[src/sv/pfa_pkg.sv]
// shared types and constants of the page frame allocator
package pfa_pkg;

    localparam int FRAME_COUNT_DEF = 64;
    localparam int PAGE_BITS_DEF   = 20;

    // fixed field widths of the stream payloads
    localparam int OP_W     = 2;
    localparam int INDEX_W  = 6;
    localparam int PAGE_W   = 20;
    localparam int STATUS_W = 2;
    localparam int COUNT_W  = 7;
    localparam int IN_W     = 32;
    localparam int OUT_W    = 40;

    typedef enum logic [OP_W-1:0] {
        OP_ALLOC    = 2'd0,
        OP_FREE     = 2'd1,
        OP_REASSIGN = 2'd2,
        OP_QUERY    = 2'd3
    } op_t;

    typedef enum logic [STATUS_W-1:0] {
        ST_OK      = 2'd0,
        ST_FULL    = 2'd1,
        ST_IGNORED = 2'd2
    } status_t;

endpackage

[src/sv/page_frame_allocator.sv]
// page frame allocator built on a stack of free frame numbers
//
// Requests arrive on the s_axis channel, one transaction per operation:
// allocate, free, reassign page number or query frame. Every request gives
// exactly one result transaction on m_axis, in request order, carrying the
// status, the frame, its page number and busy mark, and the count of frames
// in use after the operation.
// The request register also captures the free stack and page table reads, and
// the result register holds the outcome that m_axis presents. One request is
// accepted every cycle while m_axis does not stall; the single stack pop or
// push and single page table access per request set that rate, with
// write-to-read forwarding between consecutive requests.
// After reset all frames are free with frame 0 on top of the stack, no frame
// is busy and all page numbers read as zero; per-entry written bits take the
// place of a clearing pass, so requests are taken at once.
// When the receiver stalls, the result register holds its transaction, the
// request register fills, and then s_axis_tready drops until m_axis drains.
module page_frame_allocator #(
    parameter int FRAME_COUNT = pfa_pkg::FRAME_COUNT_DEF,
    parameter int PAGE_BITS   = pfa_pkg::PAGE_BITS_DEF
) (
    input  logic                      clk,
    input  logic                      rst_n,
    input  logic                      s_axis_tvalid,
    output logic                      s_axis_tready,
    // op[1:0], frame_index[7:2], page_number[27:8], zero[31:28]
    input  logic [pfa_pkg::IN_W-1:0]  s_axis_tdata,
    output logic                      m_axis_tvalid,
    input  logic                      m_axis_tready,
    // status[1:0], granted_frame[7:2], stored_page[27:8], frame_busy[28],
    // frames_in_use[35:29], zero[39:36]
    output logic [pfa_pkg::OUT_W-1:0] m_axis_tdata
);
    import pfa_pkg::*;

    localparam int FRAME_W = $clog2(FRAME_COUNT);
    localparam int DEPTH_W = $clog2(FRAME_COUNT + 1);

    // stack and page table storage
    logic [FRAME_W-1:0]   fl_mem [FRAME_COUNT];
    logic [PAGE_BITS-1:0] pg_mem [FRAME_COUNT];

    // control state
    logic [FRAME_COUNT-1:0] fl_written_reg;
    logic [FRAME_COUNT-1:0] pg_written_reg;
    logic [FRAME_COUNT-1:0] busy_reg;
    logic [DEPTH_W-1:0]    depth_reg, depth_next;
    logic [DEPTH_W-1:0]    used_reg, used_next;
    logic                  s1_valid_reg;
    logic                  out_valid_reg;

    // request stage payload
    op_t                   op_reg;
    logic [INDEX_W-1:0]    idx_reg;
    logic [PAGE_BITS-1:0]  page_reg;
    logic [FRAME_W-1:0]    fl_rd_reg;
    logic [PAGE_BITS-1:0]  pg_rd_reg;
    logic [OUT_W-1:0]      out_data_reg;

    logic                  b_fire;
    logic                  s_accept;
    logic [INDEX_W-1:0]    in_idx;
    logic [FRAME_W-1:0]    rd_fl_addr;
    logic [FRAME_W-1:0]    rd_pg_addr;
    logic [DEPTH_W-1:0]    depth_after;

    logic [FRAME_W-1:0]    idx_w;
    logic                  idx_ok;
    logic [FRAME_W-1:0]    pop_addr;
    logic [FRAME_W-1:0]    push_addr;
    logic [FRAME_W-1:0]    pop_frame;
    logic                  busy_cur;
    logic [PAGE_BITS-1:0]  page_cur;

    logic                  fl_we;
    logic [FRAME_W-1:0]    fl_wa;
    logic [FRAME_W-1:0]    fl_wd;
    logic                  pg_we;
    logic [FRAME_W-1:0]    pg_wa;
    logic [PAGE_BITS-1:0]  pg_wd;
    logic                  busy_we;
    logic [FRAME_W-1:0]    busy_wa;
    logic                  busy_wd;

    status_t               res_status;
    logic [INDEX_W-1:0]    res_frame;
    logic [PAGE_BITS-1:0]  res_page;
    logic                  res_busy;

    assign b_fire        = s1_valid_reg && (!out_valid_reg || m_axis_tready);
    assign s_axis_tready = !s1_valid_reg || b_fire;
    assign s_accept      = s_axis_tvalid && s_axis_tready;
    assign m_axis_tvalid = out_valid_reg;
    assign m_axis_tdata  = out_data_reg;

    assign in_idx      = s_axis_tdata[OP_W +: INDEX_W];
    assign depth_after = b_fire ? depth_next : depth_reg;
    // the next pop reads the top left behind by the request in flight
    assign rd_fl_addr  = FRAME_W'(depth_after - 1'b1);
    assign rd_pg_addr  = FRAME_W'(in_idx);

    // operation logic on the registered request
    always_comb
    begin
        idx_w     = FRAME_W'(idx_reg);
        idx_ok    = 32'(idx_reg) < 32'(FRAME_COUNT);
        pop_addr  = FRAME_W'(depth_reg - 1'b1);
        push_addr = FRAME_W'(depth_reg);
        pop_frame = fl_written_reg[pop_addr] ? fl_rd_reg
                                             : FRAME_W'(FRAME_COUNT - 1) - pop_addr;
        busy_cur  = idx_ok ? busy_reg[idx_w] : 1'b0;
        page_cur  = (idx_ok && pg_written_reg[idx_w]) ? pg_rd_reg : '0;

        depth_next = depth_reg;
        used_next  = used_reg;
        fl_we      = 1'b0;
        fl_wa      = push_addr;
        fl_wd      = idx_w;
        pg_we      = 1'b0;
        pg_wa      = idx_w;
        pg_wd      = page_reg;
        busy_we    = 1'b0;
        busy_wa    = idx_w;
        busy_wd    = 1'b0;
        res_status = ST_OK;
        res_frame  = idx_reg;
        res_page   = page_cur;
        res_busy   = busy_cur;

        case (op_reg)
            OP_ALLOC:
            begin
                if (depth_reg == '0)
                begin
                    res_status = ST_FULL;
                    res_frame  = '0;
                    res_page   = '0;
                    res_busy   = 1'b0;
                end
                else
                begin
                    depth_next = depth_reg - 1'b1;
                    used_next  = used_reg + 1'b1;
                    busy_we    = 1'b1;
                    busy_wa    = pop_frame;
                    busy_wd    = 1'b1;
                    pg_we      = 1'b1;
                    pg_wa      = pop_frame;
                    res_frame  = INDEX_W'(pop_frame);
                    res_page   = page_reg;
                    res_busy   = 1'b1;
                end
            end
            OP_FREE:
            begin
                if (!idx_ok || !busy_cur || 32'(depth_reg) >= 32'(FRAME_COUNT))
                begin
                    res_status = ST_IGNORED;
                end
                else
                begin
                    busy_we    = 1'b1;
                    fl_we      = 1'b1;
                    depth_next = depth_reg + 1'b1;
                    if (used_reg != '0)
                    begin
                        used_next = used_reg - 1'b1;
                    end
                    res_busy   = 1'b0;
                end
            end
            OP_REASSIGN:
            begin
                if (idx_ok)
                begin
                    pg_we    = 1'b1;
                    res_page = page_reg;
                end
            end
            OP_QUERY:
            begin
                res_status = ST_OK;
            end
            default:
            begin
                res_status = ST_OK;
            end
        endcase
    end

    // memories with registered reads, forwarding the write of the request in flight
    always_ff @(posedge clk)
    begin
        if (b_fire && fl_we)
        begin
            fl_mem[fl_wa] <= fl_wd;
        end
        if (b_fire && pg_we)
        begin
            pg_mem[pg_wa] <= pg_wd;
        end
        if (s_accept)
        begin
            fl_rd_reg <= (b_fire && fl_we && fl_wa == rd_fl_addr) ? fl_wd
                                                                  : fl_mem[rd_fl_addr];
            pg_rd_reg <= (b_fire && pg_we && pg_wa == rd_pg_addr) ? pg_wd
                                                                  : pg_mem[rd_pg_addr];
        end
    end

    // request and result payload registers
    always_ff @(posedge clk)
    begin
        if (s_accept)
        begin
            op_reg   <= op_t'(s_axis_tdata[OP_W-1:0]);
            idx_reg  <= in_idx;
            page_reg <= PAGE_BITS'(s_axis_tdata[OP_W + INDEX_W +: PAGE_W]);
        end
        if (b_fire)
        begin
            out_data_reg <= {4'b0, COUNT_W'(used_next), res_busy, PAGE_W'(res_page),
                             res_frame, res_status};
        end
    end

    // control state
    always_ff @(posedge clk or negedge rst_n)
    begin
        if (!rst_n)
        begin
            s1_valid_reg   <= 1'b0;
            out_valid_reg  <= 1'b0;
            depth_reg      <= DEPTH_W'(FRAME_COUNT);
            used_reg       <= '0;
            busy_reg       <= '0;
            fl_written_reg <= '0;
            pg_written_reg <= '0;
        end
        else
        begin
            if (s_accept)
            begin
                s1_valid_reg <= 1'b1;
            end
            else if (b_fire)
            begin
                s1_valid_reg <= 1'b0;
            end
            if (b_fire)
            begin
                out_valid_reg <= 1'b1;
                depth_reg     <= depth_next;
                used_reg      <= used_next;
                if (busy_we)
                begin
                    busy_reg[busy_wa] <= busy_wd;
                end
                if (fl_we)
                begin
                    fl_written_reg[fl_wa] <= 1'b1;
                end
                if (pg_we)
                begin
                    pg_written_reg[pg_wa] <= 1'b1;
                end
            end
            else if (m_axis_tready)
            begin
                out_valid_reg <= 1'b0;
            end
        end
    end

endmodule
[config.mk]
export PLATFORM = sky130hd
export DESIGN_NAME = page_frame_allocator
export DESIGN_NICKNAME = d
export VERILOG_FILES = /design/src/sv/pfa_pkg.sv /design/src/sv/page_frame_allocator.sv
export SDC_FILE = /design/constraint.sdc
export NUM_CORES = 2
export LEC_CHECK = 0
export ABC_AREA = 1
export BUFFER_PORTS_ARGS = -buffer_cell sky130_fd_sc_hd__buf_2
export CORE_MARGIN = 3
export CORE_UTILIZATION = 55
export DETAILED_ROUTE_END_ITERATION = 6
export HOLD_SLACK_MARGIN = 0.06
export PLACE_DENSITY = 0.74
export SLEW_MARGIN = 20
export SYNTH_ARGS = -nofsm -noshare
export SYNTH_HDL_FRONTEND = slang
export SYNTH_SLANG_ARGS = --single-unit
[constraint.sdc]
create_clock -name clk -period 5.08 [get_ports clk]
set_input_delay 0.762 -clock clk [delete_from_list [all_inputs] [get_ports clk]]
set_output_delay 0.762 -clock clk [all_outputs]
set_load 0.005 [all_outputs]
After elaboration in Yosys (flattened, before gate mapping)
Memories as Yosys holds them, arrays and structs flattened. A register that Yosys moved wholly into a read port is not among the register bits. Index checks and enable logic that the tools add are counted.

Register bits: 272. Bits in writable memories: 1664. Bits of input ports: 36. Output and inout port bits: 42. Memories: 2.

Memory list: pg_mem (depth 64, width 20, rd ports 1, clocked after Yosys merged registers in 1, wr ports 1, line page_frame_allocator.sv:41) `logic [PAGE_BITS-1:0] pg_mem [FRAME_COUNT];`; fl_mem (depth 64, width 6, rd ports 1, clocked after Yosys merged registers in 1, wr ports 1, line page_frame_allocator.sv:40) `logic [FRAME_W-1:0] fl_mem [FRAME_COUNT];`.

$add $sub $neg: 6. Order comparisons: 7. Eq/ne operators: 2. Muxes and demuxes: 46. Bitwise operators: 2. Reductions and logical operators: 20.

Operators by type and width (count): 64-bit OR (2); 64-bit bitwise mux (1); 7-bit 2-to-1 mux (6); 20-bit 2-to-1 mux (2); 20-bit case mux with 2 select lines (1); 6-bit 2-to-1 mux (5); 6-bit by 7-bit less-than comparator with 1-bit output, second input constant (4); 7-bit case mux with 2 select lines (2); 1-bit 2-to-1 mux (19); 1-bit binary-select mux with 6-bit select (3); 7-bit by 1-bit adder with 7-bit output, second input constant (2); 7-bit by 1-bit subtractor with 7-bit output, second input constant (2); 1-bit demux with 6-bit select (2); 6-bit by 1-bit greater-or-equal comparator with 1-bit output, second input constant (2); 7-bit greater-or-equal comparator, second input constant (1); 7-bit zero test (1); 7-bit nonzero test (1); 1-bit logical AND (6); 1-bit case mux with 2 select lines (3); 2-bit AND reduction (3); 6-bit by 1-bit subtractor with 6-bit output, second input constant (1); 6-bit subtractor, first input constant (1); 2-bit case mux with 2 select lines (1); 2-bit nonzero test (2); 6 further kinds (10).

Logic depth before layout (Yosys ltp)
Depth after elaboration: 11. Mapped depth: 32. Mapped depth without buffers: 27.

Worst setup path before layout
OpenSTA, ideal clock, no wires.

Kind: reg-to-reg. From: reg depth_reg[0]. To: mem pg_mem[4][0] (netlist bit), enable pin. Library setup time: 450 ps. Arrival: 4717 ps. Required time: 4630 ps. Slack: -87 ps. Cell stages (with the launch flop): 20. Clock period less this slack: 5167 ps. Path through: dfrtp_1 inv_2 buf_2 buf_2 ha_1 buf_4 clkbuf_1 o211ai_1 nand3_1 nand3_1 nand3_1 nand4_1 nand2_1 inv_2 buf_6 o211ai_2 o21ai_4 inv_4 nand2_2 nor4_1.

Cells in the longest elaborated chain, start to end: 6. Elaborated cells between the ends (all ways): 13. Those cells by class: add/sub (2); mux (9); reduce/logical (2).

RTL lines: start: declaration (line page_frame_allocator.sv:47) `logic [DEPTH_W-1:0] depth_reg, depth_next;`; start signal: assignment (line page_frame_allocator.sv:234) `depth_reg <= DEPTH_W'(FRAME_COUNT);`; start signal: assignment (line page_frame_allocator.sv:253) `depth_reg <= depth_next;`; 7-bit by 1-bit subtractor with 7-bit output or 7-bit zero test (tied branches); 1-bit binary-select mux with 6-bit select or 1-bit 2-to-1 mux (tied branches) (line page_frame_allocator.sv:109, page_frame_allocator.sv:133); 1-bit 2-to-1 mux (implied by the code) or 1-bit case mux with 2 select lines (tied branches) (line page_frame_allocator.sv:109, page_frame_allocator.sv:130); 6-bit 2-to-1 mux or 1-bit logical AND (tied branches); 6-bit 2-to-1 mux or 1-bit 2-to-1 mux (tied branches) (line page_frame_allocator.sv:133, page_frame_allocator.sv:198); 6-bit 2-to-1 mux or 1-bit 2-to-1 mux (tied branches) (line page_frame_allocator.sv:130, page_frame_allocator.sv:200); end: declaration (line page_frame_allocator.sv:41).

Parallel ways exist; a longest one is shown, timed or not. The select of a mux whose other input is x is not followed.

Final worst setup path
From: reg depth_reg[1]. To: mem pg_mem[12][6] (netlist bit), enable pin.

The elaborated chain is that of the path after synthesis.

==> metrics.txt <==
leading cell types in the layout, fill and taps excluded=edfxtp_1 (1754), o21ai_0 (1090), nor2_1 (946); initial core utilization=0.5551; Most used DFF post-synth=edfxtp_1; Leak Pwr=31.80 nW; Crit Path Max Fanout=22; port buffer count=69; number of synthesized flops with an enable pin=1754; area of the multi-input gates=19870 um2; Warnings, synthesis=0; cell taking the most area after synthesis=edfxtp_1; RSZ-0062 raised after global routing=false; maxcap violations=0; largest net degree at the start of global routing=217; DRT iter0 DRCs=7475; reg-to-reg setup timing slack=0.29 ns; CTS tree=done; simple-gate area share of the yosys netlist=0.1267; met2 Resource Use GR=0.4523; DRT antenna net count=0; Total GRT Usage=0.2896; area grow syn2layout=11.14%; Final Slew Violations=0; first-pass GRT wire length=331700 um; GP Congestion=0.9122; worst slack, placed=0.5311 ns; register area share after synthesis=0.7137; sw frac=0.3098; I/O Pins=78; worst hold path class=input port to flop; Internal Power=28.46 mW; Residual DRC=0; Hold Path Sink=page_reg[4]; CP Launch Type=flop; FILL cells=10841; R2R depth=20; drt wl/cell=24.83 um; die width=390.0 um; die height=390.0 um; Finished Layout Cells=8961; Critical Path AT=5.23 ns; Gate Count Post-Synth=6858; clk buf depth=3; Top Usage Layer GRT=met2; Hold Fails Final Rpt=0; reg2reg end=pg_mem[12][6]; max reg flops=1280; final setup margin=0.2878 ns; biggest regs=pg_mem x1280, fl_mem x384; FF+latch area=57880 um2; top cells by area, synth=edfxtp_1 (65%), o21ai_0 (6.7%), dfrtp_1 (6.4%), nor2_1 (4.6%), nand3_1 (3.3%); Gate power share=0.216; Max Freq=208.7 MHz; outcome=finished clean; Crit Path Class=flop to flop; NumNets Final=6925; most common cell after layout, fill and taps aside=edfxtp_1; Post-Synth XOR/XNOR Area=0.001296; DPL Wire Length=127400 um; Final Power=41.24 mW; Clk Tree Root Cell=clkbuf_16; clk sinks=1962; Post-Synth Adder-Cell Area=0.0009257; Avg Inst Size Synth=11.82 um2; Core ar.=146100 um2; Crit path required time=5.52 ns; area share of the largest cell type after synthesis=0.6495; Syn Std Cell Area=81100 um2; Clock Latency Late Sink=0.84 ns; net switching power=12.78 mW; Worst Tran Pin Value=1.273 ns; number of synthesized register bits=1962; share of cells above drive strength 1=0.1058; antenna violations before repair=10; clock slew at reported path FFs=0.06 ns; total wire length=222500 um; post-synthesis compound-gate area fraction=0.1131; Slew HR=0.1516; TritonCTS Buffers=190; largest family of logic cells by synthesized area=simple AND/OR/NAND/NOR gates; Async SR Flop Fraction=0.1060; # rows=140; Tmin final=4.792 ns; routed via count=56258; grt met1 use=0.3913; Cell variety after synth=56; DR pass1 iterations=6; peak supply drop=0.4859 mV; vias per inst=6.278; Clock Skews=0.06075 ns; min-delay src=s_axis_tdata[12]; Die ar.=152100 um2; TNS Setup=0 ns; met3 usage=0.06150; GR Overflow Total=0; Hold Crit Depth=1; reg2reg start=depth_reg[1]; vias in the first global route=53727; Reg power frac=0.452; Power Density=457.6 nW/um2; CTS HTree Levels=4; Biggest register=pg_mem; part of the cycle the worst path needs=0.9433; cell count after placement=8602; mux cell area share after synthesis=0; PostCTS Resize Cnt=0; clock share of power=0.332; Setup-failing EPs final=0; CP Capture Type=flop
-- synthesized netlist by cell type, drive strengths merged, types with 2 or more instances --
cell	n
xor2	7
a221oi	7
ha	6
nor3	14
o311ai	3
o211ai	21
nand4	12
a31oi	6
dfrtp	207
nor2	1023
nor4	4
nand3	543
a21oi	55
o21ai	1136
nand2	541
o22ai	384
o21a	3
inv	417
xnor2	2
clkinv	6
o32ai	15
buf	117
o221ai	27
edfxtp	1754
nand3b	113
a32o	3
clkbuf	351
or2	74
-- critical path: stages (launching register included) --
cell and delay (ns):
dfrtp_1 0.51, inv_1 0.19, ha_1 0.49, buf_4 0.33, a21oi_1 0.07, o21ai_0 0.10
nand3_1 0.12, nand3_1 0.10, nand3_1 0.08, nand4_1 0.12, nand2_1 0.08, inv_2 0.19
nand2_1 0.10, o211ai_2 0.10, o21ai_2 0.14, inv_1 0.12, nand2_1 0.13, nor2_2 0.60
nand2_1 0.26, nor2_2 0.13, buf_4 0.40
-- per-stage QoR --
step                utilization  hold WS (ns)  cell area, um2
floorplan                     -        0.4240           81110
global placement         0.5754        0.4359           84070
detailed placement       0.5754        0.4455           84070
CTS                      0.6168       0.06191           90110
global route             0.6169       0.08686           90120
finish                   0.6169        0.1190           90130
-- layer usage --
metal / part of all wire / routed length, um / up-vias
met3: 0.12 / 25960 / 600
met2: 0.46 / 102900 / 3418
met1: 0.37 / 82790 / 27531
li1: - / - / 24699
met4: 0.048 / 10780 / 10
met5: 0.00031 / 69 / -
-- what timing repair did --
action	4_1_cts	5_1_grt
setup buffers	0	0
hold buffers	6	0
hold endpoints to repair	94	0
-- logic make-up after synthesis --
logic type / Yosys count
adder cells (fa/ha/maj): 6
XOR/XNOR: 9
AND/OR/NAND/NOR: 2324
other: 1
buffers and inverters: 891
flip-flops: 1962
AO/OA/AOI/OAI: 1665
-- area by class of cell --
class,count,share of cell area
antenna,3,0.00008330
multi-input combinational,4008,0.2204
inverter,423,0.01796
clock buffer,239,0.05538
sequential,1962,0.6422
tap,1917,0.02661
clock inverter,111,0.01106
timing repair buffer,298,0.02628
-- worst max path at each step --
stage                 start             end  slack (ns)  cells past startpoint
2_1_floorplan  depth_reg[0]    pg_mem[4][0]       -0.09                     19
3_3_place_gp   depth_reg[1]   pg_mem[60][6]        0.59                     20
3_5_place_dp   depth_reg[1]   pg_mem[60][2]        0.53                     20
4_1_cts        depth_reg[1]  pg_mem[12][15]        0.46                     20
5_1_grt        depth_reg[1]  pg_mem[28][13]        0.05                     20
6_report       depth_reg[1]   pg_mem[12][6]        0.29                     20
-- power by group through the flow --
| stage | logic (mW) | clock network, mW | registers, mW |
|---|---|---|---|
| 5_1_grt | 9.64 | 14.4 | 18.7 |
| 6_report | 8.91 | 13.7 | 18.6 |
| 3_3_place_gp | 8.50 | 0 | 18.9 |
| 3_5_place_dp | 8.66 | 0 | 19.0 |
| 4_1_cts | 8.73 | 13.8 | 18.6 |
| 2_1_floorplan | 5.72 | 0 | 19.0 |
Power figures use the tool's default switching activity.
